[src/rtl/pow_difficulty_retarget_macros.svh]
// Assertion macros shared by the difficulty retarget RTL.
`ifndef POW_DIFFICULTY_RETARGET_MACROS_SVH
`define POW_DIFFICULTY_RETARGET_MACROS_SVH
`ifndef ASSERT_OFF
// Checked property that is switched off while reset is asserted.
`define PDR_ASSERT(lbl, clk, rstn, prop, msg) \
    lbl: assert property (@(posedge clk) disable iff (!rstn) prop) else $error(msg);
// Checked property that also holds during reset.
`define PDR_ASSERT_ALWAYS(lbl, clk, prop, msg) \
    lbl: assert property (@(posedge clk) prop) else $error(msg);
`else
`define PDR_ASSERT(lbl, clk, rstn, prop, msg)
`define PDR_ASSERT_ALWAYS(lbl, clk, prop, msg)
`endif
`endif

[src/rtl/pdr_pkg.sv]
`timescale 1ns / 1ps
// Types, constants and arithmetic helpers of the difficulty retarget block.
package pdr_pkg;

    // Chain rules.
    localparam int unsigned TARGET_BITS = 256;
    localparam int unsigned INTERVAL    = 2016;
    localparam int unsigned TIMESPAN    = 14 * 24 * 60 * 60;
    localparam int unsigned SPAN_MIN    = TIMESPAN / 4;
    localparam int unsigned SPAN_MAX    = TIMESPAN * 4;
    localparam logic [31:0] LIMIT_RESET = 32'h1D00FFFF;

    // Field widths.
    localparam int MANT_W = 23;
    localparam int EXP_W  = 8;
    localparam int SPAN_W = $clog2(SPAN_MAX + 1);
    localparam int PROD_W = MANT_W + SPAN_W;
    localparam int SIZE_W = 12;

    // Division by the timespan: the power-of-two part is a shift, the odd part
    // is removed one 16-bit digit at a time with a reciprocal multiply.
    // The quotient keeps three bytes of fraction so that a mantissa as small
    // as one still yields three exact significant bytes.
    localparam int          TS_SHIFT  = 8;
    localparam int unsigned TS_ODD    = TIMESPAN >> TS_SHIFT;
    localparam int          PRESHIFT  = 24 - TS_SHIFT;
    localparam int          NUM_W     = PROD_W + PRESHIFT;
    localparam int          DIG_W     = 16;
    localparam int          NDIG      = (NUM_W + DIG_W - 1) / DIG_W;
    localparam int          NUMP_W    = NDIG * DIG_W;
    localparam int          REM_W     = $clog2(TS_ODD);
    localparam int          T_W       = REM_W + DIG_W;
    localparam int          DIV_K     = T_W + REM_W;
    localparam logic [63:0] DIV_RECIP = ((64'd1 << DIV_K) + 64'(TS_ODD) - 64'd1) / 64'(TS_ODD);
    localparam int          RECIP_W   = $clog2(DIV_RECIP + 64'd1);
    localparam int          MULT_W    = T_W + RECIP_W;

    // Scaled quotient and normalized number form.
    localparam int Q_W    = 56;
    localparam int QBYTES = Q_W / 8;
    localparam int NB_W   = $clog2(QBYTES + 1);
    localparam int LEN_W  = 9;

    // Result queue between front and back.
    localparam int QDEPTH = 4;
    localparam int QPTR_W = $clog2(QDEPTH);
    localparam int QCNT_W = $clog2(QDEPTH + 1);

    // Trailing zero count of a constant.
    function automatic int unsigned ctz32(input logic [31:0] v);
        int unsigned n;
        n = 0;
        for (int i = 31; i >= 0; i--) begin
            if (v[i]) n = i;
        end
        return n;
    endfunction

    // Inverse of an odd constant modulo 2^32 by Newton iteration.
    function automatic logic [31:0] inv32(input logic [31:0] o);
        logic [31:0] x;
        x = o;
        for (int i = 0; i < 5; i++) begin
            x = x * (32'd2 - o * x);
        end
        return x;
    endfunction

    // Interval boundary test: low bits zero and odd part divisible by multiply.
    localparam int unsigned INT_SHIFT   = ctz32(INTERVAL);
    localparam logic [31:0] INT_ODD     = 32'(INTERVAL >> INT_SHIFT);
    localparam logic [31:0] INT_INV     = inv32(INT_ODD);
    localparam logic [31:0] INT_LIM     = 32'hFFFFFFFF / INT_ODD;
    localparam logic [31:0] INT_LOWMASK = (32'd1 << INT_SHIFT) - 32'd1;

    // How the back end forms a result.
    typedef enum logic [1:0] {
        MODE_PASS  = 2'd0,
        MODE_LIMIT = 2'd1,
        MODE_CALC  = 2'd2
    } pdr_mode_t;

    // One classified item in the queue.
    typedef struct packed {
        pdr_mode_t          mode;
        logic               retargeted;
        logic               bad;
        logic [31:0]        word;
        logic [PROD_W-1:0]  prod;
        logic [EXP_W-1:0]   expo;
    } pdr_item_t;

    // Side information that rides along the divider.
    typedef struct packed {
        pdr_mode_t          mode;
        logic               retargeted;
        logic               bad;
        logic [31:0]        word;
        logic [EXP_W-1:0]   expo;
    } pdr_bpay_t;

    // Queue status seen by both ends.
    typedef struct packed {
        logic               full;
        logic               empty;
        logic [QCNT_W-1:0]  count;
    } pdr_qstat_t;

    // A value as byte length and left-justified top bytes.
    typedef struct packed {
        logic [LEN_W-1:0] len;
        logic [Q_W-1:0]   win;
    } pdr_num_t;

    // Bit length of a mantissa.
    function automatic logic [4:0] bitlen23(input logic [MANT_W-1:0] m);
        logic [4:0] n;
        n = '0;
        for (int i = 0; i < MANT_W; i++) begin
            if (m[i]) n = 5'(i + 1);
        end
        return n;
    endfunction

    // Value x * 256^b brought into normalized form.
    function automatic pdr_num_t norm_num(input logic [Q_W-1:0] x, input logic [LEN_W-1:0] b);
        pdr_num_t   n;
        logic [NB_W-1:0] nb;
        nb = '0;
        for (int i = 0; i < QBYTES; i++) begin
            if (x[8*i +: 8] != 8'd0) nb = NB_W'(i + 1);
        end
        n.win = x << (8 * (QBYTES - int'(nb)));
        n.len = (nb == '0) ? '0 : LEN_W'(nb) + b;
        return n;
    endfunction

    // Decoded limit word, with bits at or above the target width dropped.
    function automatic pdr_num_t limit_num(input logic [31:0] lim);
        logic [7:0]        ls;
        logic [MANT_W-1:0] lm;
        logic [Q_W-1:0]    x;
        logic [LEN_W-1:0]  b;
        int                avail;
        ls = lim[31:24];
        lm = lim[MANT_W-1:0];
        avail = 0;
        if (ls <= 8'd3) begin
            x = Q_W'(lm >> (8 * (3 - int'(ls))));
            b = '0;
        end else begin
            b = LEN_W'(ls - 8'd3);
            avail = int'(TARGET_BITS) - 8 * int'(ls - 8'd3);
            if (avail <= 0) begin
                x = '0;
            end else if (avail < MANT_W) begin
                x = Q_W'(lm & ((MANT_W'(1) << avail) - MANT_W'(1)));
            end else begin
                x = Q_W'(lm);
            end
        end
        return norm_num(x, b);
    endfunction

    // Magnitude compare of two normalized values.
    function automatic logic num_gt(input pdr_num_t a, input pdr_num_t b);
        return (a.len > b.len) || ((a.len == b.len) && (a.win > b.win));
    endfunction

    // Standard compact encoding.
    function automatic logic [31:0] encode_num(input pdr_num_t n);
        logic [23:0] c;
        logic [7:0]  sz;
        c  = n.win[Q_W-1 -: 24];
        sz = n.len[7:0];
        if (c[23]) begin
            c  = c >> 8;
            sz = sz + 8'd1;
        end
        return {sz, c};
    endfunction

endpackage

[src/rtl/pdr_queue.sv]
`timescale 1ns / 1ps
// Small FIFO of classified items between the front and the back end.
module pdr_queue import pdr_pkg::*; (
    input  logic       aclk,
    input  logic       aresetn,
    input  logic       push,
    input  pdr_item_t  push_item,
    input  logic       pop,
    output pdr_item_t  head_item,
    output pdr_qstat_t q_stat
);

    pdr_item_t          entry_reg [QDEPTH];
    logic [QPTR_W-1:0]  wr_ptr_reg;
    logic [QPTR_W-1:0]  rd_ptr_reg;
    logic [QCNT_W-1:0]  count_reg;
    logic [QCNT_W-1:0]  count_next;

    assign q_stat.full  = (count_reg == QCNT_W'(QDEPTH));
    assign q_stat.empty = (count_reg == '0);
    assign q_stat.count = count_reg;
    assign head_item    = entry_reg[rd_ptr_reg];

    // Occupancy follows the transfers on both sides.
    always_comb begin
        count_next = count_reg;
        if (push && !pop) count_next = count_reg + QCNT_W'(1);
        if (pop && !push) count_next = count_reg - QCNT_W'(1);
    end

    // Pointers and count.
    always_ff @(posedge aclk) begin
        if (!aresetn) begin
            wr_ptr_reg <= '0;
            rd_ptr_reg <= '0;
            count_reg  <= '0;
        end else begin
            if (push) wr_ptr_reg <= wr_ptr_reg + QPTR_W'(1);
            if (pop)  rd_ptr_reg <= rd_ptr_reg + QPTR_W'(1);
            count_reg <= count_next;
        end
    end

    // Entry storage.
    always_ff @(posedge aclk) begin
        if (push) entry_reg[wr_ptr_reg] <= push_item;
    end

endmodule

[config.mk]
export PLATFORM = sky130hd
export DESIGN_NAME = pdr_queue
export DESIGN_NICKNAME = d
export VERILOG_FILES = /design/src/rtl/pow_difficulty_retarget_macros.svh /design/src/rtl/pdr_pkg.sv /design/src/rtl/pdr_queue.sv
export SDC_FILE = /design/constraint.sdc
export NUM_CORES = 1
export LEC_CHECK = 0
export BUFFER_PORTS_ARGS = -buffer_cell sky130_fd_sc_hd__buf_2
export CORE_UTILIZATION = 49
export DETAILED_ROUTE_END_ITERATION = 16
export PLACE_DENSITY_LB_ADDON = 0.1
export SLEW_MARGIN = 0
export SYNTH_ARGS = -nofsm -noshare
export SYNTH_HDL_FRONTEND = slang
export SYNTH_SLANG_ARGS = --single-unit
[constraint.sdc]
create_clock -name aclk -period 4.1 [get_ports aclk]
set_clock_uncertainty 0.2 [all_clocks]
set_input_delay 0.205 -clock aclk [delete_from_list [all_inputs] [get_ports aclk]]
set_output_delay 0.205 -clock aclk [all_outputs]
set_load 0.01 [all_outputs]
; Yosys cells after proc, flatten, opt, wreduce, memory -nomap -nowiden
; Memory sizes are Yosys's and may differ from the RTL's. A register that Yosys moved wholly into a read port is not among the register bits.
; Cells that the tools add are included.
[totals]
ff_bits = 7
mem_count = 1
ramBits = 360
word_cells = 21
out_inout_bits = 95
input_bits = 94
[mem_list]
columns = name, words, width, rd, rd_clocked_by_memory_dff, wr, line
row1 = entry_reg, 4, 90, 1, 1, 1, pdr_queue.sv:13  ; pdr_item_t entry_reg [QDEPTH];
[op_classes]
addsub = 4
n_eq_ne = 1
reduce_logical = 6
n_mux = 6
[ops]
columns = cell, count
row1 = $mux 3, 2
row2 = $add 2x1->2 const B, 2
row3 = $mux 2, 2
row4 = $add 3x1->3 const B, 1
row5 = $eq 3x3->1 const B, 1
row6 = $logic_not 3->1, 1
row7 = $sub 3x1->3 const B, 1
row8 = $logic_and 1x1->1, 2
row9 = $logic_not 1->1, 2
row10 = $mux 1, 2
row11 = $reduce_bool 2->1, 1

; Logic depth before layout (Yosys ltp)
; Gate-level depths: netlist (run 1).
[logic_depth]
word_depth = 4
ltp_mapped = 7
depth_no_buf = 7

; Worst setup path after synthesis (run 1)
; Ideal clock, no wire load.
[synth_path]
kind = register to register
start = reg wr_ptr_reg[0]
end = mem entry_reg[0][0] (netlist bit) (enable)
synth_period_minus_slack_ns = 3.286
setup_slack_ns = 0.814
setup_time_ns = 0.458
n_path_buf = 0
stages_incl_launch_ff = 4
t_arrival_ns = 2.628
required_time_ns = 3.442
cell_sequence = dfxtp_1 -> inv_1 -> ha_1 -> and2_1
[synth_rtl]
columns = item, line
row1 = from (decl), pdr_queue.sv:14  ; logic [QPTR_W-1:0] wr_ptr_reg;
row2 = from (signal assigned), pdr_queue.sv:38  ; if (push) wr_ptr_reg <= wr_ptr_reg + QPTR_W'(1);
row3 = to (decl), pdr_queue.sv:13
; No word-level cell before the write port.

==> flow_summary.json, run 1 <==
{
  "detailedPlacementHpwl_um": 14000,
  "n_antenna_cell": 0,
  "clock.fmax_mhz": 342,
  "htree_num_levels": 2,
  "slew_viol_final": 0,
  "die_height_um": 168,
  "globalRouteMet2Util_pct": 31.0,
  "timing.critical_path.cells": "buf_4 -> mux4_2 -> buf_2",
  "number_of_buffers_inserted_by_port_buffering": 188,
  "routed_wl_um": 24300,
  "switching_power_mw": 1.81,
  "cp_slowest_stage_delay_ps": 780,
  "clkLatencyLatePin_ps": 510,
  "route.antenna.remaining_nets": 0,
  "grt_pass1_wl_um": 37500,
  "critPathKind": "reg2out",
  "timing.setup.tns_ps": 0,
  "ctsLongestPathBuffers": 3,
  "synth_fa_ha_area_share_pct": 0.610,
  "vias_post_dr": 6276,
  "initialDrtViolationCount": 425,
  "synth_compound_area_share_pct": 0.129,
  "finalWorstPathRequiredPeriod_ps": 2930,
  "post_cts.repair.setup_buffers": 0,
  "clk_transition_reported_paths_ps": 60,
  "floorplan.rows": 60,
  "grt_pass1_vias": 6784,
  "core-area_mm2": 0.0270,
  "reg2reg_depth": 4,
  "post_synth_mux_area_share_pct": 15.1,
  "p_total_mw": 8.37,
  "hold_viol_final": 0,
  "required_ps": 3690,
  "hold-path-endpoint": "entry_reg[3][75]",
  "post_synth.cell_area_avg_um2": 26.2,
  "grt.busiest_layer": "met2",
  "drt_drc": 0,
  "peakVddDrop_mv": 0.312,
  "critPathCaptureType": "output port",
  "cts_num_sinks": 369,
  "fin_nets": 925,
  "fp.dieW_um": 168,
  "sequential_fraction_of_the_synthesis_area_pct": 81.2,
  "largest_family_of_logic_cells_by_synthesized_area": "multiplexers",
  "finalSetupViolCount": 0,
  "portion_of_total_power_attributed_to_sequential_cells_pct": 52.7,
  "global_route_met1_utilization_pct": 22.0,
  "post_cts_sizing": 0,
  "timing.rr.start": "wr_ptr_reg[0]",
  "yosys.area.top_type_share_pct": 79.9,
  "outcome": "complete, no violations",
  "worst_slew_pin_slew_ps": 916,
  "gp_congestion": 0.733,
  "rr_endpoint": "entry_reg[0][42]",
  "synth-warning-count": 0,
  "cp_max_stage_cell": "dfxtp_4",
  "cp.arrival_ps": 2520,
  "setup_repair_after_global_routing_missed_its_margin": "false",
  "hold_class": "in2reg",
  "startpoint_type": "flip-flop",
  "comb_power_share_pct": 9.8,
  "via_per_inst": 5.27,
  "min_period_over_period_pct": 71.4,
  "grt_start_max_net_pins": 59,
  "grt_antenna_before_repair": 0,
  "synthXorXnorAreaFrac_pct": 0.324,
  "ff2ff_setup_slack_ps": 1970,
  "ioPinCount": 189,
  "flip_flop_count_of_the_largest_register_all_copies_and_words_added": 360,
  "globalRoute.totalOverflow": 0,
  "sw_frac_of_total_pct": 21.6,
  "groute.layer.met3.usage_pct": 4.33,
  "yosysTopAreaCell": "edfxtp_1",
  "hp-start": "push_item[75]",
  "clkPwrFrac_pct": 37.5,
  "cts_tree": "yes",
  "hold_buffers_post_cts": 93,
  "cellPowerDensity_mw_per_mm2": 496,
  "relSlewSlack_pct": 38.9,
  "initial_utilization_pct": 50.1,
  "synthesis_to_layout_area_growth_pct": 24.8,
  "drt-pass1-iter-count": 4,
  "postSynthNetCount": 616,
  "max-cap-violations": 0,
  "synth_simple_gate_area_share_pct": 0.694,
  "layout_cells_sized_above_1_pct": 40.8,
  "leakage_power_of_the_design_nw": 5.76,
  "crit_path_max_fanout": 32,
  "clock_tree.root_cell": "clkbuf_16",
  "routed_wire_length_per_instance_um": 20.4,
  "cellInternalPower_mw": 6.56,
  "synth_top_cells_by_area": "edfxtp_1 80%, mux4_2 15%, buf_12 1.3%, dfxtp_1 1.3%, and2_1 0.46%",
  "synth_area_mm2": 0.0135,
  "die_area_mm2": 0.0283,
  "synth_cells": 516,
  "worstHoldPathCells": 2,
  "yosys_cell_types": 21,
  "synth_seq_cells": 369,
  "global_route.usage.total_pct": 17.6,
  "numCtsBuffers": 38
}
-- worst max-delay path by stage --
stage                       start              end  slack (ps)
detailed placement      flip-flop    head_item[83]        1630
CTS                     flip-flop    head_item[83]        1070
global placement        flip-flop    head_item[45]        1640
global route            flip-flop    head_item[88]         960
floorplan           wr_ptr_reg[0]  entry_reg[0][0]         810
finish                  flip-flop    head_item[88]        1170
-- layout by cell type (no fill, tap or decap), types with 3 or more instances in the layout --
master / netlist / layout
clkinv_2: 0 / 7
xor2_1: 3 / 3
clkbuf_16: 0 / 38
buf_4: 0 / 3
clkbuf_1: 0 / 6
mux4_2: 90 / 90
ha_1: 5 / 5
and2_1: 10 / 6
edfxtp_1: 360 / 360
buf_12: 9 / 5
clkinvlp_4: 0 / 3
clkinv_1: 0 / 5
buf_2: 9 / 188
and2_4: 0 / 4
dlygate4sd3_1: 0 / 93
inv_1: 6 / 6
dfxtp_1: 9 / 7
-- logic make-up (layout without fill, tap and decap cells) --
family                   count (synthesis)  in the layout
flip-flops                             369            369
multiplexers                            91             91
buffers and inverters                   26            361
AND/OR/NAND/NOR                         16             16
adder cells (fa/ha/maj)                  6              6
XOR/XNOR                                 5              5
AO/OA/AOI/OAI                            3              3
-- cell usage after synthesis (all sizes together) --
master,instances
dfxtp,9
and3,1
ha,5
xor2,3
nor2b,1
mux4,90
edfxtp,360
mux2i,1
nor3,1
a21boi,1
or3,1
xnor2,2
buf,20
o21ai,2
fa,1
and2,10
inv,6
nand2,2
-- per-stage QoR --
| step | setup WS (ps) | hold slack (ps) | instances | util, % | area (um2) |
|---|---|---|---|---|---|
| floorplan | 814 | 104 | 516 | - | 13500 |
| detailed placement | 1630 | 221 | 1033 | 54.7 | 14800 |
| global placement | 1640 | 213 | 1033 | 54.7 | 14800 |
| finish | 1170 | 234 | 1192 | 62.4 | 16900 |
| global route | 963 | 210 | 1192 | 62.4 | 16900 |
| CTS | 1070 | 204 | 1192 | 62.4 | 16900 |
-- area by class of cell --
| cell class | instances | area [um2] |
|---|---|---|
| inverter | 6 | 22.5 |
| tap | 341 | 427 |
| clock buffer | 46 | 1000 |
| sequential | 369 | 11000 |
| fill | 1850 | 10100 |
| multi-input combinational | 121 | 2280 |
| timing repair buffer | 289 | 1990 |
| clock inverter | 20 | 149 |
-- layer usage --
layer,routed length (um),part of all wire [%]
met5,0,0
met4,289,1.2
met3,1380,5.7
met2,12700,52
met1,9930,41
-- worst max-delay path: cells and delay by family (launching register included) --
family	cells	cell delay [ps]
buffers and inverters	2	640
flip-flops	1	780
multiplexers	1	560
-- power groups by stage --
stage / registers (mW) / clock network, mW / logic [mW]
after floorplan: 4.45 / 0 / 0.501
after global placement: 4.48 / 0 / 0.747
after detailed placement: 4.50 / 0 / 0.762
after CTS: 4.42 / 3.22 / 0.837
after global routing: 4.43 / 3.37 / 0.883
final: 4.41 / 3.14 / 0.817
Power figures use the tool's default switching activity.
==> run 2: changes to the inputs <==
==> constraint.sdc (replaced) <==
create_clock -name aclk -period 2.55 [get_ports aclk]
set_clock_uncertainty 0.2 [all_clocks]
set_input_delay 0.1275 -clock aclk [delete_from_list [all_inputs] [get_ports aclk]]
set_output_delay 0.1275 -clock aclk [all_outputs]
set_load 0.01 [all_outputs]
==> run 2 against run 1 <==
Worst setup slack worse by 1000 ps. Global-route usage is 0.90 points higher. First-iteration DRC count is 8.2% lower.
==> flow_summary.json, run 2 (same netlist as run 1, synthesis figures left out) <==
{
  "outcome": "complete, no violations",
  "fin_nets": 937,
  "die_area_mm2": 0.0283,
  "critPathKind": "reg2out",
  "reg2reg_depth": 5,
  "finalWorstPathRequiredPeriod_ps": 2410,
  "post_route_cell_area_mm2": 0.0170,
  "htree_num_levels": 2,
  "hold_viol_final": 0,
  "worst_slew_pin_slew_ps": 532,
  "crit_path_max_fanout": 26,
  "vias_post_dr": 6373,
  "min_period_over_period_pct": 94.6,
  "initialDrtViolationCount": 390,
  "worstHoldPathCells": 2,
  "mostFrequentLayoutCells": "360 x edfxtp_1, 188 x buf_2, 94 x dlygate4sd3_1",
  "max-cap-violations": 0,
  "floorplan.rows": 60,
  "routed_wire_length_per_instance_um": 20.8,
  "peakVddDrop_mv": 0.595,
  "setup_repair_after_global_routing_missed_its_margin": "false",
  "post_cts_sizing": 0,
  "hold_class": "in2reg",
  "cts_tree": "yes",
  "ioPinCount": 189,
  "clkLatencyLatePin_ps": 510,
  "synthesis_to_layout_area_growth_pct": 26.0,
  "flip_flop_count_of_the_largest_register_all_copies_and_words_added": 360,
  "cp.arrival_ps": 2080,
  "seqCellArea_mm2": 0.0110,
  "drt_drc": 0,
  "fin_hold_ws_ps": 164,
  "gp_congestion": 0.717,
  "initial_utilization_pct": 50.1,
  "multi_input_gate_area_mm2": 0.00228,
  "core-area_mm2": 0.0270,
  "via_per_inst": 5.28,
  "timing.setup.tns_ps": 0,
  "globalRoute.totalOverflow": 0,
  "clk_transition_reported_paths_ps": 60,
  "hold_buffers_post_cts": 94,
  "finalSetupViolCount": 0,
  "clock_tree.root_cell": "clkbuf_16",
  "mostFrequentLayoutCell": "edfxtp_1",
  "slew_viol_final": 0,
  "route.antenna.remaining_nets": 0,
  "grt_pass1_wl_um": 39100,
  "grt_start_max_net_pins": 47,
  "global_route.usage.total_pct": 18.5,
  "numCtsBuffers": 39,
  "die_height_um": 168,
  "grt_pass1_vias": 7054,
  "layout_cells_sized_above_1_pct": 40.6,
  "number_of_buffers_inserted_by_port_buffering": 188,
  "ctsLongestPathBuffers": 3,
  "cellPowerDensity_mw_per_mm2": 796,
  "cts_num_sinks": 369,
  "fp.dieW_um": 168,
  "post_cts.repair.setup_buffers": 0,
  "clock.fmax_mhz": 415,
  "startpoint_type": "flip-flop",
  "placement.cell_area_mm2": 0.0149,
  "drt-pass1-iter-count": 4,
  "leakage_power_of_the_design_nw": 5.85,
  "relSlewSlack_pct": 64.5,
  "grt_antenna_before_repair": 2,
  "routed_wl_um": 25100,
  "required_ps": 2220,
  "critPathCaptureType": "output port",
  "detailedPlacementHpwl_um": 14700,
  "fillerInstances": 1899
}
run 2: cell count changes in the layout (fill, tap and decap cells not counted), sizes merged:
cell	change
buf	+10
clkbuf	+3
clkinv	+5
clkinvlp	-3
diode	+1
dlygate4sd3	+1
inv	-2
run 2: layout make-up:
cell class	instances	share of cell area, %
multi-input combinational	121	13.4
antenna	1	0.0147
clock buffer	49	6.20
clock inverter	20	0.646
tap	341	2.50
sequential	369	64.5
inverter	6	0.132
timing repair buffer	300	12.6
run 2: final timing paths:
check,from,end,slack [ps]
max,flip-flop,head_item[77],140
min,push_item[43],entry_reg[3][43],160
max reg2reg,count_reg[0],count_reg[2],620
min reg2reg,wr_ptr_reg[1],wr_ptr_reg[1],380
run 2: power by group:
group / switching (mW) / internal, mW
Clock: 2.11 / 3.01
Combinational: 0.699 / 0.700
Sequential: 0.0832 / 6.96
run 2: per-layer routing:
layer	track usage [%]	part of all wire (%)	vias up
li1	-	-	2858
met1	23.4	41	3278
met2	31.9	51	185
met3	4.00	5.5	50
met4	6.40	2.3	2
met5	0	0.068	-
run 2: metrics by stage:
step           std cells  worst slack (ps)  power [mW]  util [%]
6_report            1207               139        13.6      63.1
5_1_grt             1206              4.51        14.0      63.1
4_1_cts             1206              59.3        13.8      63.1
3_5_place_dp        1043               531        8.49      55.3
3_3_place_gp        1043               622        8.45      55.3
2_1_floorplan        516               255        7.95         -
run 2: critical path: stages, from the launching register on:
cell,delay [ps]
dfxtp_4,370
buf_4,450
mux4_2,590
buf_2,160
==> run 3: changes to the inputs <==
--- a/config.mk
+++ b/config.mk
@@ -6,7 +6,7 @@
 export NUM_CORES = 1
 export LEC_CHECK = 0
 export BUFFER_PORTS_ARGS = -buffer_cell sky130_fd_sc_hd__buf_2
-export CORE_UTILIZATION = 49
+export CORE_UTILIZATION = 30
 export DETAILED_ROUTE_END_ITERATION = 16
 export PLACE_DENSITY_LB_ADDON = 0.1
 export SLEW_MARGIN = 0
==> run 3 against run 2 <==
Sequential share of layout area fell by 1.8 points. Fmax rose by 0.28%. Highest routed layer unchanged. Clock power rose by 12%. Largest power group unchanged. Die area rose by 62%.
==> flow_summary.json, run 3 (same netlist as run 1, synthesis figures left out) <==
{
  "outcome": "complete, no violations",
  "gp_congestion": 0.680,
  "leakage_power_of_the_design_nw": 5.90,
  "placement.cell_area_mm2": 0.0152,
  "die_height_um": 214,
  "hold_class": "in2reg",
  "finalSetupViolCount": 0,
  "ioPinCount": 189,
  "initialDrtViolationCount": 342,
  "synthesis_to_layout_area_growth_pct": 29.6,
  "relSlewSlack_pct": 76.0,
  "worst_slew_pin_slew_ps": 360,
  "routed_wire_length_per_instance_um": 19.8,
  "clock_tree.root_cell": "clkbuf_16",
  "routed_wl_um": 29000,
  "min_period_over_period_pct": 94.3,
  "critPathKind": "reg2out",
  "p_total_mw": 14.2,
  "route.antenna.remaining_nets": 0,
  "required_ps": 2220,
  "final_core_util_pct": 39.6,
  "hold_viol_final": 0,
  "floorplan.rows": 77,
  "globalRoute.totalOverflow": 0,
  "mostFrequentLayoutCells": "360 x edfxtp_1, 188 x buf_2, 94 x dlygate4sd3_1",
  "grt_start_max_net_pins": 54,
  "fin_nets": 936,
  "htree_num_levels": 2,
  "drt-pass1-iter-count": 4,
  "crit_path_max_fanout": 37,
  "cts_num_sinks": 369,
  "grt_pass1_wl_um": 44000,
  "detailedPlacementHpwl_um": 16300,
  "flip_flop_count_of_the_largest_register_all_copies_and_words_added": 360,
  "slew_viol_final": 0,
  "grt_pass1_vias": 7294,
  "fp.dieW_um": 214,
  "global_route.usage.total_pct": 12.8,
  "clk_transition_reported_paths_ps": 60,
  "initial_utilization_pct": 30.5,
  "fillerInstances": 4036,
  "layout_cells_sized_above_1_pct": 40.7,
  "setup_repair_after_global_routing_missed_its_margin": "false",
  "cp.arrival_ps": 2080,
  "startpoint_type": "flip-flop",
  "cellPowerDensity_mw_per_mm2": 812,
  "max-cap-violations": 0,
  "core-area_mm2": 0.0443,
  "post_cts.repair.setup_buffers": 0,
  "cts_tree": "yes",
  "mostFrequentLayoutCell": "edfxtp_1",
  "ctsLongestPathBuffers": 3,
  "clock.fmax_mhz": 416,
  "drt_drc": 0,
  "number_of_buffers_inserted_by_port_buffering": 188,
  "peakVddDrop_mv": 0.435,
  "post_route_cell_area_mm2": 0.0175,
  "clkLatencyLatePin_ps": 540,
  "numCtsBuffers": 43,
  "finalWorstPathRequiredPeriod_ps": 2400,
  "die_area_mm2": 0.0459,
  "critPathCaptureType": "output port",
  "via_per_inst": 4.40,
  "timing.setup.tns_ps": 0,
  "vias_post_dr": 6422,
  "grt_antenna_before_repair": 3
}
run 3: repair_timing:
action                                 CTS  global route
gates resized for setup                  1             0
gates cloned                             0             1
setup endpoints to repair                4             4
endpoints found under the hold margin  381             0
hold buffers                            94             0
run 3: through the flow:
step           std cells  setup slack [ps]  hold slack [ps]
2_1_floorplan        516               255             26.4
3_3_place_gp        1288               596              136
3_5_place_dp        1288               599              146
4_1_cts             1459              12.9             82.5
5_1_grt             1461              12.6              112
6_report            1461               146              126
run 3: worst paths after layout:
path	start	endpoint	slack (ps)	cells past startpoint
max	flip-flop	head_item[81]	150	3
min reg2reg	count_reg[2]	count_reg[2]	340	2
max reg2reg	count_reg[0]	count_reg[2]	720	5
min	push_item[62]	entry_reg[3][62]	130	2
run 3: routing by layer:
layer / wire, um / up-vias / GRT usage [%]
li1: - / 2862 / -
met1: 12600 / 3368 / 16.0
met2: 14500 / 145 / 21.4
met3: 1270 / 43 / 3.06
met4: 641 / 4 / 5.07
met5: 24 / - / 0
run 3: area by class of cell:
type	instances	area, um2	share of cell area (%)
flip-flops and latches	369	11000	62.7
multi-input cells	121	2280	13.0
repair buffers	295	2150	12.3
clock buffers	57	1170	6.68
well taps	592	741	4.23
clock inverters	20	154	0.878
inverters	6	22.5	0.128
diodes	1	2.50	0.0143
run 3: power breakdown:
part | internal [mW] | switching (mW) | total [mW]
clock | 3.43 | 2.32 | 5.75
combinational | 0.708 | 0.753 | 1.46
sequential | 6.97 | 0.0692 | 7.03
run 3: worst max-delay path: stages (launching register included):
cell,delay [ps]
dfxtp_4,430
buf_12,340
mux4_2,580
buf_2,160
